$ cat src/design/rlpu_pkg.sv
// shared types and constants for the raw10 line pack/unpack block
// no dependencies; used by all rlpu modules and the top level
`timescale 1ns / 1ps
`default_nettype none

package rlpu_pkg;

  localparam logic [1:0] MODE_COPY   = 2'd0;
  localparam logic [1:0] MODE_UNPACK = 2'd1;
  localparam logic [1:0] MODE_PACK   = 2'd2;

  localparam int unsigned CFG_IDX_W  = 4;
  localparam int unsigned CFG_DATA_W = 13;

  localparam logic [CFG_IDX_W-1:0] REG_MODE        = 4'd0;
  localparam logic [CFG_IDX_W-1:0] REG_LINE_PIXELS = 4'd1;
  localparam logic [CFG_IDX_W-1:0] REG_SHIFT       = 4'd2;
  localparam logic [CFG_IDX_W-1:0] REG_START_BIT   = 4'd3;

  localparam int unsigned QUEUE_DEPTH = 2;

  typedef struct packed {
    logic [1:0]  mode;
    logic [12:0] line_pixels;
    logic [3:0]  shift_amount;
    logic [2:0]  start_bit;
  } cfg_t;

  // one accepted item with its one or two results
  typedef struct packed {
    logic [15:0] data0;
    logic [7:0]  mask0;
    logic        last0;
    logic        two;
    logic [7:0]  data1;
    logic [7:0]  mask1;
    logic        last1;
  } entry_t;

endpackage

`default_nettype wire

$ cat src/design/raw10_line_pack_unpack.sv
// The block takes one byte or pixel per clock while its queue is not full and gives
// one result per clock while the output is ready: copy and unpack items make at most
// one result, and a pack item that completes two bytes (or a line-end item with a
// partial tail byte) makes two, which the output serializer sends one after the other
// while the two-entry queue keeps accepting until it fills. Over a long pack line
// every fourth pixel makes two bytes, so even with the output always ready the queue
// fills and the input stalls. Results pass through the queue and output registers.
// Input items that produce no result (unpack bytes that do not finish a pixel,
// pixels past the line limit) are consumed without an output. Configuration is
// written on the cfg channel, always ready; writing the mode register restarts the
// line state.
// top level; depends on rlpu_pkg, rlpu_front, rlpu_fifo, rlpu_back
`timescale 1ns / 1ps
`default_nettype none

module raw10_line_pack_unpack #(
  parameter int unsigned MAX_LINE_PIXELS = 4096
) (
  input  wire logic                              clk_i,
  input  wire logic                              rst_ni,
  // cfg write channel
  input  wire logic                              cfg_valid_i,
  output logic                                   cfg_ready_o,
  input  wire logic [rlpu_pkg::CFG_IDX_W-1:0]    cfg_index_i,
  input  wire logic [rlpu_pkg::CFG_DATA_W-1:0]   cfg_data_i,
  // input stream
  input  wire logic                              s_axis_tvalid_i,
  output logic                                   s_axis_tready_o,
  input  wire logic [15:0]                       s_axis_tdata_i,   // [15:0] in_data
  input  wire logic                              s_axis_tlast_i,   // in_line_end
  // output stream
  output logic                                   m_axis_tvalid_o,
  input  wire logic                              m_axis_tready_i,
  output logic [23:0]                            m_axis_tdata_o,   // [15:0] out_data, [23:16] byte_mask
  output logic                                   m_axis_tlast_o    // out_line_end
);

  rlpu_pkg::cfg_t   cfg_q;
  rlpu_pkg::entry_t push_entry, head_entry;
  logic cfg_we, mode_wr;
  logic push, pop, q_full, q_empty;
  logic [15:0] out_data;
  logic [7:0]  out_mask;

  assign cfg_ready_o = 1'b1;
  assign cfg_we      = cfg_valid_i && cfg_ready_o;
  assign mode_wr     = cfg_we && (cfg_index_i == rlpu_pkg::REG_MODE);

  always_ff @(posedge clk_i or negedge rst_ni) begin
    if (!rst_ni) begin
      cfg_q.mode         <= rlpu_pkg::MODE_COPY;
      cfg_q.line_pixels  <= 13'd1;
      cfg_q.shift_amount <= 4'd0;
      cfg_q.start_bit    <= 3'd0;
    end else if (cfg_we) begin
      case (cfg_index_i)
        rlpu_pkg::REG_MODE:        cfg_q.mode         <= cfg_data_i[1:0];
        rlpu_pkg::REG_LINE_PIXELS: cfg_q.line_pixels  <= cfg_data_i[12:0];
        rlpu_pkg::REG_SHIFT:       cfg_q.shift_amount <= cfg_data_i[3:0];
        rlpu_pkg::REG_START_BIT:   cfg_q.start_bit    <= cfg_data_i[2:0];
        default: ;
      endcase
    end
  end

  rlpu_front #(
    .MAX_LINE_PIXELS(MAX_LINE_PIXELS)
  ) u_front (
    .clk_i      (clk_i),
    .rst_ni     (rst_ni),
    .cfg_i      (cfg_q),
    .clear_i    (mode_wr),
    .in_valid_i (s_axis_tvalid_i),
    .in_ready_o (s_axis_tready_o),
    .in_data_i  (s_axis_tdata_i),
    .in_last_i  (s_axis_tlast_i),
    .q_full_i   (q_full),
    .push_o     (push),
    .entry_o    (push_entry)
  );

  rlpu_fifo u_fifo (
    .clk_i       (clk_i),
    .rst_ni      (rst_ni),
    .push_i      (push),
    .push_data_i (push_entry),
    .full_o      (q_full),
    .pop_i       (pop),
    .empty_o     (q_empty),
    .head_o      (head_entry)
  );

  rlpu_back u_back (
    .clk_i       (clk_i),
    .rst_ni      (rst_ni),
    .q_empty_i   (q_empty),
    .q_head_i    (head_entry),
    .q_pop_o     (pop),
    .out_valid_o (m_axis_tvalid_o),
    .out_ready_i (m_axis_tready_i),
    .out_data_o  (out_data),
    .out_mask_o  (out_mask),
    .out_last_o  (m_axis_tlast_o)
  );

  assign m_axis_tdata_o = {out_mask, out_data};

endmodule

`default_nettype wire

$ cat src/design/rlpu_fifo.sv
// small result queue between the front and back parts
// depends on rlpu_pkg (entry_t, QUEUE_DEPTH)
`timescale 1ns / 1ps
`default_nettype none

module rlpu_fifo (
  input  wire logic             clk_i,
  input  wire logic             rst_ni,
  input  wire logic             push_i,
  input  wire rlpu_pkg::entry_t push_data_i,
  output logic                  full_o,
  input  wire logic             pop_i,
  output logic                  empty_o,
  output rlpu_pkg::entry_t      head_o
);

  localparam int unsigned PW = (rlpu_pkg::QUEUE_DEPTH > 1) ? $clog2(rlpu_pkg::QUEUE_DEPTH) : 1;
  localparam int unsigned CW = $clog2(rlpu_pkg::QUEUE_DEPTH + 1);

  rlpu_pkg::entry_t mem_q [rlpu_pkg::QUEUE_DEPTH];
  logic [PW-1:0] wr_ptr_q, wr_ptr_d, rd_ptr_q, rd_ptr_d;
  logic [CW-1:0] count_q, count_d;
  logic do_push, do_pop;

  assign full_o  = (count_q == CW'(rlpu_pkg::QUEUE_DEPTH));
  assign empty_o = (count_q == '0);
  assign head_o  = mem_q[rd_ptr_q];
  assign do_push = push_i && !full_o;
  assign do_pop  = pop_i && !empty_o;

  always_comb begin
    wr_ptr_d = wr_ptr_q;
    rd_ptr_d = rd_ptr_q;
    count_d  = count_q;
    if (do_push) begin
      wr_ptr_d = (wr_ptr_q == PW'(rlpu_pkg::QUEUE_DEPTH - 1)) ? '0 : wr_ptr_q + 1'b1;
    end
    if (do_pop) begin
      rd_ptr_d = (rd_ptr_q == PW'(rlpu_pkg::QUEUE_DEPTH - 1)) ? '0 : rd_ptr_q + 1'b1;
    end
    if (do_push && !do_pop) begin
      count_d = count_q + 1'b1;
    end else if (do_pop && !do_push) begin
      count_d = count_q - 1'b1;
    end
  end

  always_ff @(posedge clk_i or negedge rst_ni) begin
    if (!rst_ni) begin
      wr_ptr_q <= '0;
      rd_ptr_q <= '0;
      count_q  <= '0;
    end else begin
      wr_ptr_q <= wr_ptr_d;
      rd_ptr_q <= rd_ptr_d;
      count_q  <= count_d;
    end
  end

  always_ff @(posedge clk_i) begin
    if (do_push) begin
      mem_q[wr_ptr_q] <= push_data_i;
    end
  end

endmodule

`default_nettype wire

$ cat src/design/rlpu_front.sv
// front part: accepts items, keeps the per-line bit state, forms results
// depends on rlpu_pkg (cfg_t, entry_t, mode constants)
`timescale 1ns / 1ps
`default_nettype none

module rlpu_front #(
  parameter int unsigned MAX_LINE_PIXELS = 4096
) (
  input  wire logic           clk_i,
  input  wire logic           rst_ni,
  input  wire rlpu_pkg::cfg_t cfg_i,
  input  wire logic           clear_i,
  input  wire logic           in_valid_i,
  output logic                in_ready_o,
  input  wire logic [15:0]    in_data_i,
  input  wire logic           in_last_i,
  input  wire logic           q_full_i,
  output logic                push_o,
  output rlpu_pkg::entry_t    entry_o
);

  localparam int unsigned PCW  = $clog2(MAX_LINE_PIXELS + 1);
  localparam int unsigned PCW1 = PCW + 1;

  logic [15:0]    buf_q, buf_d;
  logic [4:0]     cnt_q, cnt_d;
  logic [PCW-1:0] pc_q, pc_d;
  logic           start_q, start_d;

  logic [2:0]     off;
  logic [PCW-1:0] limit;
  logic           accept, has_res;

  // unpack path
  logic [15:0] u_buf, u_buf_n;
  logic [4:0]  u_cnt, u_cnt_n;
  logic        u_emit, u_fire, u_last;
  logic [9:0]  u_pix;

  // pack path
  logic [9:0]  p_pix;
  logic [15:0] p_base_buf, p_buf, p_buf_n;
  logic [2:0]  p_base_sh;
  logic [4:0]  p_cnt, p_cnt_n;
  logic [7:0]  p_fmask, p_tmask;
  logic        p_full2;

  assign in_ready_o = !q_full_i;
  assign accept     = in_valid_i && in_ready_o;
  assign push_o     = accept && has_res;

  assign off   = {cfg_i.start_bit[2:1], 1'b0};
  assign limit = (32'(cfg_i.line_pixels) > 32'(MAX_LINE_PIXELS)) ?
                 PCW'(MAX_LINE_PIXELS) : PCW'(cfg_i.line_pixels);

  always_comb begin
    if (start_q) begin
      u_buf = 16'(in_data_i[7:0]) >> off;
      u_cnt = 5'd8 - 5'(off);
    end else begin
      u_buf = buf_q | (16'(in_data_i[7:0]) << cnt_q[3:0]);
      u_cnt = cnt_q + 5'd8;
    end
    u_emit  = (u_cnt >= 5'd10);
    u_fire  = u_emit && (pc_q < limit);
    u_pix   = u_buf[9:0];
    u_last  = ((PCW1'(pc_q) + 1'b1) == PCW1'(limit)) || in_last_i;
    u_buf_n = u_emit ? (u_buf >> 10) : u_buf;
    u_cnt_n = u_emit ? (u_cnt - 5'd10) : u_cnt;
  end

  always_comb begin
    p_pix      = 10'(in_data_i >> cfg_i.shift_amount);
    p_base_buf = start_q ? 16'h0000 : buf_q;
    p_base_sh  = start_q ? off : cnt_q[2:0];
    p_fmask    = start_q ? 8'(8'hff << off) : 8'hff;
    p_buf      = p_base_buf | (16'(p_pix) << p_base_sh);
    p_cnt      = 5'(p_base_sh) + 5'd10;
    // two whole bytes ready, nothing left over
    p_full2    = (p_cnt == 5'd16);
    p_buf_n    = p_full2 ? 16'h0000 : (p_buf >> 8);
    p_cnt_n    = p_full2 ? 5'd0 : (p_cnt - 5'd8);
    p_tmask    = ~(8'hff << p_cnt_n[2:0]);
  end

  always_comb begin
    entry_o = '0;
    has_res = 1'b0;
    buf_d   = buf_q;
    cnt_d   = cnt_q;
    pc_d    = pc_q;
    start_d = start_q;
    case (cfg_i.mode)
      rlpu_pkg::MODE_COPY: begin
        has_res       = 1'b1;
        entry_o.data0 = 16'(in_data_i[7:0]);
        entry_o.mask0 = 8'hff;
        entry_o.last0 = in_last_i;
      end
      rlpu_pkg::MODE_UNPACK: begin
        has_res       = u_fire;
        entry_o.data0 = 16'(u_pix) << cfg_i.shift_amount;
        entry_o.mask0 = 8'hff;
        entry_o.last0 = u_last;
        buf_d         = u_buf_n;
        cnt_d         = u_cnt_n;
        pc_d          = u_fire ? pc_q + 1'b1 : pc_q;
        start_d       = 1'b0;
      end
      default: begin
        has_res       = 1'b1;
        entry_o.data0 = 16'(p_buf[7:0]);
        entry_o.mask0 = p_fmask;
        entry_o.last0 = 1'b0;
        entry_o.two   = p_full2 || in_last_i;
        entry_o.data1 = p_full2 ? p_buf[15:8] : (p_buf_n[7:0] & p_tmask);
        entry_o.mask1 = p_full2 ? 8'hff : p_tmask;
        entry_o.last1 = in_last_i;
        buf_d         = p_buf_n;
        cnt_d         = p_cnt_n;
        start_d       = 1'b0;
      end
    endcase
  end

  always_ff @(posedge clk_i or negedge rst_ni) begin
    if (!rst_ni) begin
      buf_q   <= '0;
      cnt_q   <= '0;
      pc_q    <= '0;
      start_q <= 1'b1;
    end else if (clear_i || (accept && in_last_i)) begin
      buf_q   <= '0;
      cnt_q   <= '0;
      pc_q    <= '0;
      start_q <= 1'b1;
    end else if (accept) begin
      buf_q   <= buf_d;
      cnt_q   <= cnt_d;
      pc_q    <= pc_d;
      start_q <= start_d;
    end
  end

endmodule

`default_nettype wire

$ cat src/design/rlpu_back.sv
// back part: drains one queued result per unstalled cycle into the output register
// depends on rlpu_pkg (entry_t)
`timescale 1ns / 1ps
`default_nettype none

module rlpu_back (
  input  wire logic             clk_i,
  input  wire logic             rst_ni,
  input  wire logic             q_empty_i,
  input  wire rlpu_pkg::entry_t q_head_i,
  output logic                  q_pop_o,
  output logic                  out_valid_o,
  input  wire logic             out_ready_i,
  output logic [15:0]           out_data_o,
  output logic [7:0]            out_mask_o,
  output logic                  out_last_o
);

  logic        valid_q, valid_d;
  logic        idx_q, idx_d;
  logic [15:0] data_q, data_d;
  logic [7:0]  mask_q, mask_d;
  logic        last_q, last_d;
  logic        load;

  assign load = !valid_q || out_ready_i;

  always_comb begin
    valid_d = valid_q;
    idx_d   = idx_q;
    data_d  = data_q;
    mask_d  = mask_q;
    last_d  = last_q;
    q_pop_o = 1'b0;
    if (load) begin
      valid_d = !q_empty_i;
      if (!q_empty_i) begin
        if (idx_q) begin
          data_d = 16'(q_head_i.data1);
          mask_d = q_head_i.mask1;
          last_d = q_head_i.last1;
        end else begin
          data_d = q_head_i.data0;
          mask_d = q_head_i.mask0;
          last_d = q_head_i.last0;
        end
        // entry leaves the queue with its final result
        q_pop_o = idx_q || !q_head_i.two;
        idx_d   = !q_pop_o;
      end
    end
  end

  always_ff @(posedge clk_i or negedge rst_ni) begin
    if (!rst_ni) begin
      valid_q <= 1'b0;
      idx_q   <= 1'b0;
    end else begin
      valid_q <= valid_d;
      idx_q   <= idx_d;
    end
  end

  always_ff @(posedge clk_i) begin
    data_q <= data_d;
    mask_q <= mask_d;
    last_q <= last_d;
  end

  assign out_valid_o = valid_q;
  assign out_data_o  = data_q;
  assign out_mask_o  = mask_q;
  assign out_last_o  = last_q;

endmodule

`default_nettype wire

$ cat config.mk
export PLATFORM = sky130hd
export DESIGN_NAME = raw10_line_pack_unpack
export DESIGN_NICKNAME = d
export VERILOG_FILES = /design/src/design/rlpu_pkg.sv /design/src/design/raw10_line_pack_unpack.sv /design/src/design/rlpu_fifo.sv /design/src/design/rlpu_front.sv /design/src/design/rlpu_back.sv
export SDC_FILE = /design/constraint.sdc
export NUM_CORES = 1
export LEC_CHECK = 0
export BUFFER_PORTS_ARGS = -buffer_cell sky130_fd_sc_hd__buf_2
export CORE_MARGIN = 5
export CORE_UTILIZATION = 64
export CTS_BUF_LIST = sky130_fd_sc_hd__clkbuf_8
export CTS_CLUSTER_DIAMETER = 60
export DETAILED_ROUTE_END_ITERATION = 10
export PLACE_DENSITY = 0.84
export SETUP_SLACK_MARGIN = 0.3
export SKIP_LAST_GASP = 1
export SLEW_MARGIN = 10
export SYNTH_ARGS = -nofsm -noshare
export SYNTH_HDL_FRONTEND = slang
export SYNTH_SLANG_ARGS = --single-unit
$ cat constraint.sdc
create_clock -name clk_i -period 7.9 [get_ports clk_i]
set_clock_uncertainty 0.15 [all_clocks]
set_input_delay 0.79 -clock clk_i [delete_from_list [all_inputs] [get_ports clk_i]]
set_output_delay 0.79 -clock clk_i [all_outputs]
set_load 0.01 [all_outputs]
==> impl_metrics.json <==
{
  "dr.pass1.iters": 6,
  "synth_edf_count": 101,
  "seqPwrFrac_pct": 37.3,
  "grt_pass1_vias": 7807,
  "dpl_worst_slack_ns": 3.21,
  "start_kind": "flip-flop",
  "grt_max_degree": 63,
  "num_io_pins": 67,
  "fin_crit_sh_pct": 61.5,
  "synth_area_per_cell_um2": 10.7,
  "synth_flop_cell": "edfxtp_1",
  "wl_met1_um": 11500,
  "ff2ff_setup_slack_ns": 3.04,
  "tightest_slew_ns": 1.13,
  "finalSetupViolCount": 0,
  "syn_to_final_growth_pct": 8.21,
  "syn-num-nets": 1027,
  "status": "finished, final reports clean",
  "gp_congestion": 1.03,
  "synth_warnings": 0,
  "maxCapViolCount": 0,
  "cts.sinks": 163,
  "cts_resized": 0,
  "r2r_start": "u_front.start_q$_DFFE_PN1P_",
  "dr.max_layer_used": "met4",
  "hold_violations": 0,
  "ir_drop_v": 0.000153,
  "io_buffers": 65,
  "hp-class": "input pin to async pin",
  "antenna_found_initial": 0,
  "worstSetupPathType": "flip-flop to flip-flop",
  "yosys.area_share.simple_pct": 13.7,
  "synthArstFlopShare_pct": 38.0,
  "max_freq_ghz": 0.206,
  "cts_tree": "built",
  "synthXorXnorAreaFrac_pct": 2.17,
  "route.vias.total": 8299,
  "crit_fanout": 42,
  "cp.required_ns": 7.83,
  "critPathArrivalTime_ns": 4.79,
  "rsz0062_at_grt": "false",
  "p_per_area_nw_per_um2": 352,
  "combinationalPowerShare_pct": 46.8,
  "postRouteAntennaNets": 0,
  "synth_fa_ha_area_share_pct": 2.54,
  "grt_pass1_wl_um": 43700,
  "synth.cell_area_um2": 10300,
  "synthMuxAreaShare_pct": 16.0,
  "dp_cells": 1194,
  "fill_cells": 1204,
  "ff_latch_area_um2": 4590,
  "swShare_pct": 42.7,
  "drt_wl_total_um": 27900,
  "cts-root-buf": "clkbuf_8",
  "p_leak_nw": 4.24,
  "layout-drive-gt1-share_pct": 20.6,
  "clk_latency_ns": 0.45,
  "reg2reg_depth": 9,
  "syn_inst": 967,
  "wl_per_cell_um": 22.7,
  "clockBufferDepth": 2,
  "drc": 0,
  "rows": 46,
  "globalRouteTotalUtil_pct": 30.6,
  "viasPerCell": 6.77,
  "slew_viol_final": 0,
  "synth_seq_cells": 163,
  "grt_overflow_total": 0,
  "dieArea_um2": 18800,
  "h-tree-depth": 4,
  "p_total_mw": 3.94,
  "cp-endpoint": "u_fifo.mem_q[0][34]$_DFFE_PP_",
  "power.switching_mw": 1.68,
  "die_h_um": 137,
  "final_cells": 1226,
  "cts_setup_buffers": 0,
  "start_util_pct": 65.0,
  "nets": 1057,
  "pwr-share-clk_pct": 15.9,
  "postLayoutSetupSlackWorst_ns": 3.04,
  "tns_ns": 0,
  "synth_cell_types": 75,
  "clkTransAtPathRegs_ns": 0.10,
  "p_int_mw": 2.26,
  "core-area_um2": 15900,
  "cp-end-kind": "flip-flop",
  "post-dp-hpwl_um": 20000,
  "n_antenna_cell": 0,
  "multiInputGateArea_um2": 5310,
  "r2r_end": "u_fifo.mem_q[0][34]$_DFFE_PP_",
  "ctsHoldBuffers": 0,
  "crit_start": "u_front.start_q$_DFFE_PN1P_",
  "post-route-min-period_ns": 4.86,
  "relSlewSlack_pct": 24.5,
  "first_iter_violations": 963,
  "synth_top_family_by_area": "compound AO/OA/AOI/OAI gates",
  "synth_compound_area_share_pct": 16.7,
  "wl_met3_um": 2720,
  "route.met2.wl_um": 13000,
  "die_w_um": 137,
  "cts-buffers-inserted": 17,
  "post-route-util_pct": 70.4,
  "ys_seq_area_share_pct": 44.4
}
==> through the flow <==
step	instance area [µm²]	hold slack, ns
floorplan	10300	0.315
global placement	10800	0.339
detailed placement	10800	0.347
CTS	11200	0.343
global route	11200	0.378
finish	11200	0.339
==> Yosys cell counts, drive strengths merged (4+ instances only) <==
library cell / number / area share [%]
edfxtp: 101 / 29
nand2: 89 / 3.2
nor2: 67 / 2.4
dfrtp: 60 / 15
clkbuf: 45 / 1.6
mux2: 42 / 4.6
mux2i: 41 / 4.0
inv: 39 / 1.4
o21ai: 39 / 1.9
mux4: 34 / 7.4
nand3: 33 / 1.6
a21oi: 27 / 1.3
buf: 25 / 1.3
nor2b: 22 / 1.3
ha: 21 / 2.5
o211ai: 20 / 1.5
xnor2: 20 / 1.7
nor3: 18 / 0.87
a211oi: 15 / 1.1
a31oi: 13 / 0.79
nand2b: 13 / 0.79
o22ai: 12 / 0.73
nor4: 11 / 0.81
a22o: 10 / 0.85
and2: 9 / 0.55
nand4: 9 / 0.55
o221ai: 9 / 0.76
a21o: 8 / 0.58
a221oi: 8 / 0.74
and3: 8 / 0.48
a221o: 7 / 0.68
a22oi: 7 / 0.51
a32o: 7 / 0.68
o21a: 5 / 0.36
a211o: 4 / 0.34
o2111ai: 4 / 0.34
o31ai: 4 / 0.29
or2: 4 / 0.24
==> cells in the final DEF, fill, tap and decap left out, drive strengths merged, types with 33 or more instances in the layout <==
master and count:
o21ai 39, edfxtp 101, mux4 34, nand3 33
mux2i 41, nor2 67, buf 81, inv 44
nand2 89, mux2 42, dfrtp 60
==> layer usage <==
layer / global-route usage, % / vias to the layer above
li1: - / 3770
met1: 44.4 / 4008
met2: 47.4 / 481
met3: 6.29 / 40
met4: 8.48 / 0
met5: 0 / -
==> cells by family (layout without fill, tap and decap cells) <==
| logic type | Yosys count | after routing |
|---|---|---|
| xor gates and xnor gates | 24 | 24 |
| DFF | 163 | 163 |
| other | 1 | 1 |
| AOI/OAI and AO/OA | 236 | 236 |
| and+or+nand+nor | 294 | 294 |
| muxes | 117 | 117 |
| adders and majority gates | 21 | 21 |
| buffers and inverters | 111 | 154 |
==> worst max-delay path: stages, from the launching register on <==
cell and delay (ns):
dfstp_2 1.04, nand2_1 0.15, nand2_1 0.56, inv_1 0.43, ha_1 0.38, o21ai_0 0.23, a32o_1 0.44, nand3_1 0.32
a211oi_4 0.30, buf_4 0.45
==> state kept, by name (all words and copies together), names as in the netlist, 2 cells and up <==
register           flops
u_front.buf_q         16
u_fifo.count_q         2
u_fifo.mem_q          76
u_front.cnt_q          5
u_front.pc_q          13
cfg_q                 21
u_back.out_data_o     16
u_back.out_mask_o      8
==> worst min path at each step <==
| stage | startpoint | cells after the start | slack [ns] | end |
|---|---|---|---|---|
| 3_3_place_gp | u_fifo.count_q[1]$_DFFE_PN0P_ | 1 | 0.34 | u_fifo.count_q[1]$_DFFE_PN0P_ |
| 3_5_place_dp | u_fifo.count_q[1]$_DFFE_PN0P_ | 1 | 0.35 | u_fifo.count_q[1]$_DFFE_PN0P_ |
| 2_1_floorplan | u_fifo.count_q[1]$_DFFE_PN0P_ | 1 | 0.31 | u_fifo.count_q[1]$_DFFE_PN0P_ |
| 6_report | rst_ni | 2 | 0.34 | u_fifo.rd_ptr_q$_DFFE_PN0P_ |
| 4_1_cts | m_axis_tready_i | 2 | 0.34 | u_back.out_valid_o$_DFFE_PN0N_ |
| 5_1_grt | rst_ni | 2 | 0.38 | u_fifo.rd_ptr_q$_DFFE_PN0P_ |
==> power groups by stage <==
| stage | Sequential (mW) | Clock [mW] | Combinational, mW |
|---|---|---|---|
| 6_report | 1.47 | 0.626 | 1.84 |
| 2_1_floorplan | 1.38 | 0 | 1.34 |
| 3_5_place_dp | 1.48 | 0 | 1.80 |
| 5_1_grt | 1.50 | 0.670 | 1.99 |
| 3_3_place_gp | 1.46 | 0 | 1.77 |
| 4_1_cts | 1.47 | 0.634 | 1.81 |
==> cell type report <==
| cell class | count | share of cell area, % |
|---|---|---|
| inverters | 41 | 1.38 |
| repair buffers | 81 | 3.99 |
| well taps | 216 | 2.42 |
| clock inverters | 15 | 1.57 |
| clock buffers | 17 | 2.09 |
| multi-input cells | 693 | 47.5 |
| flip-flops and latches | 163 | 41.0 |
(Power assumes the default switching activity.)
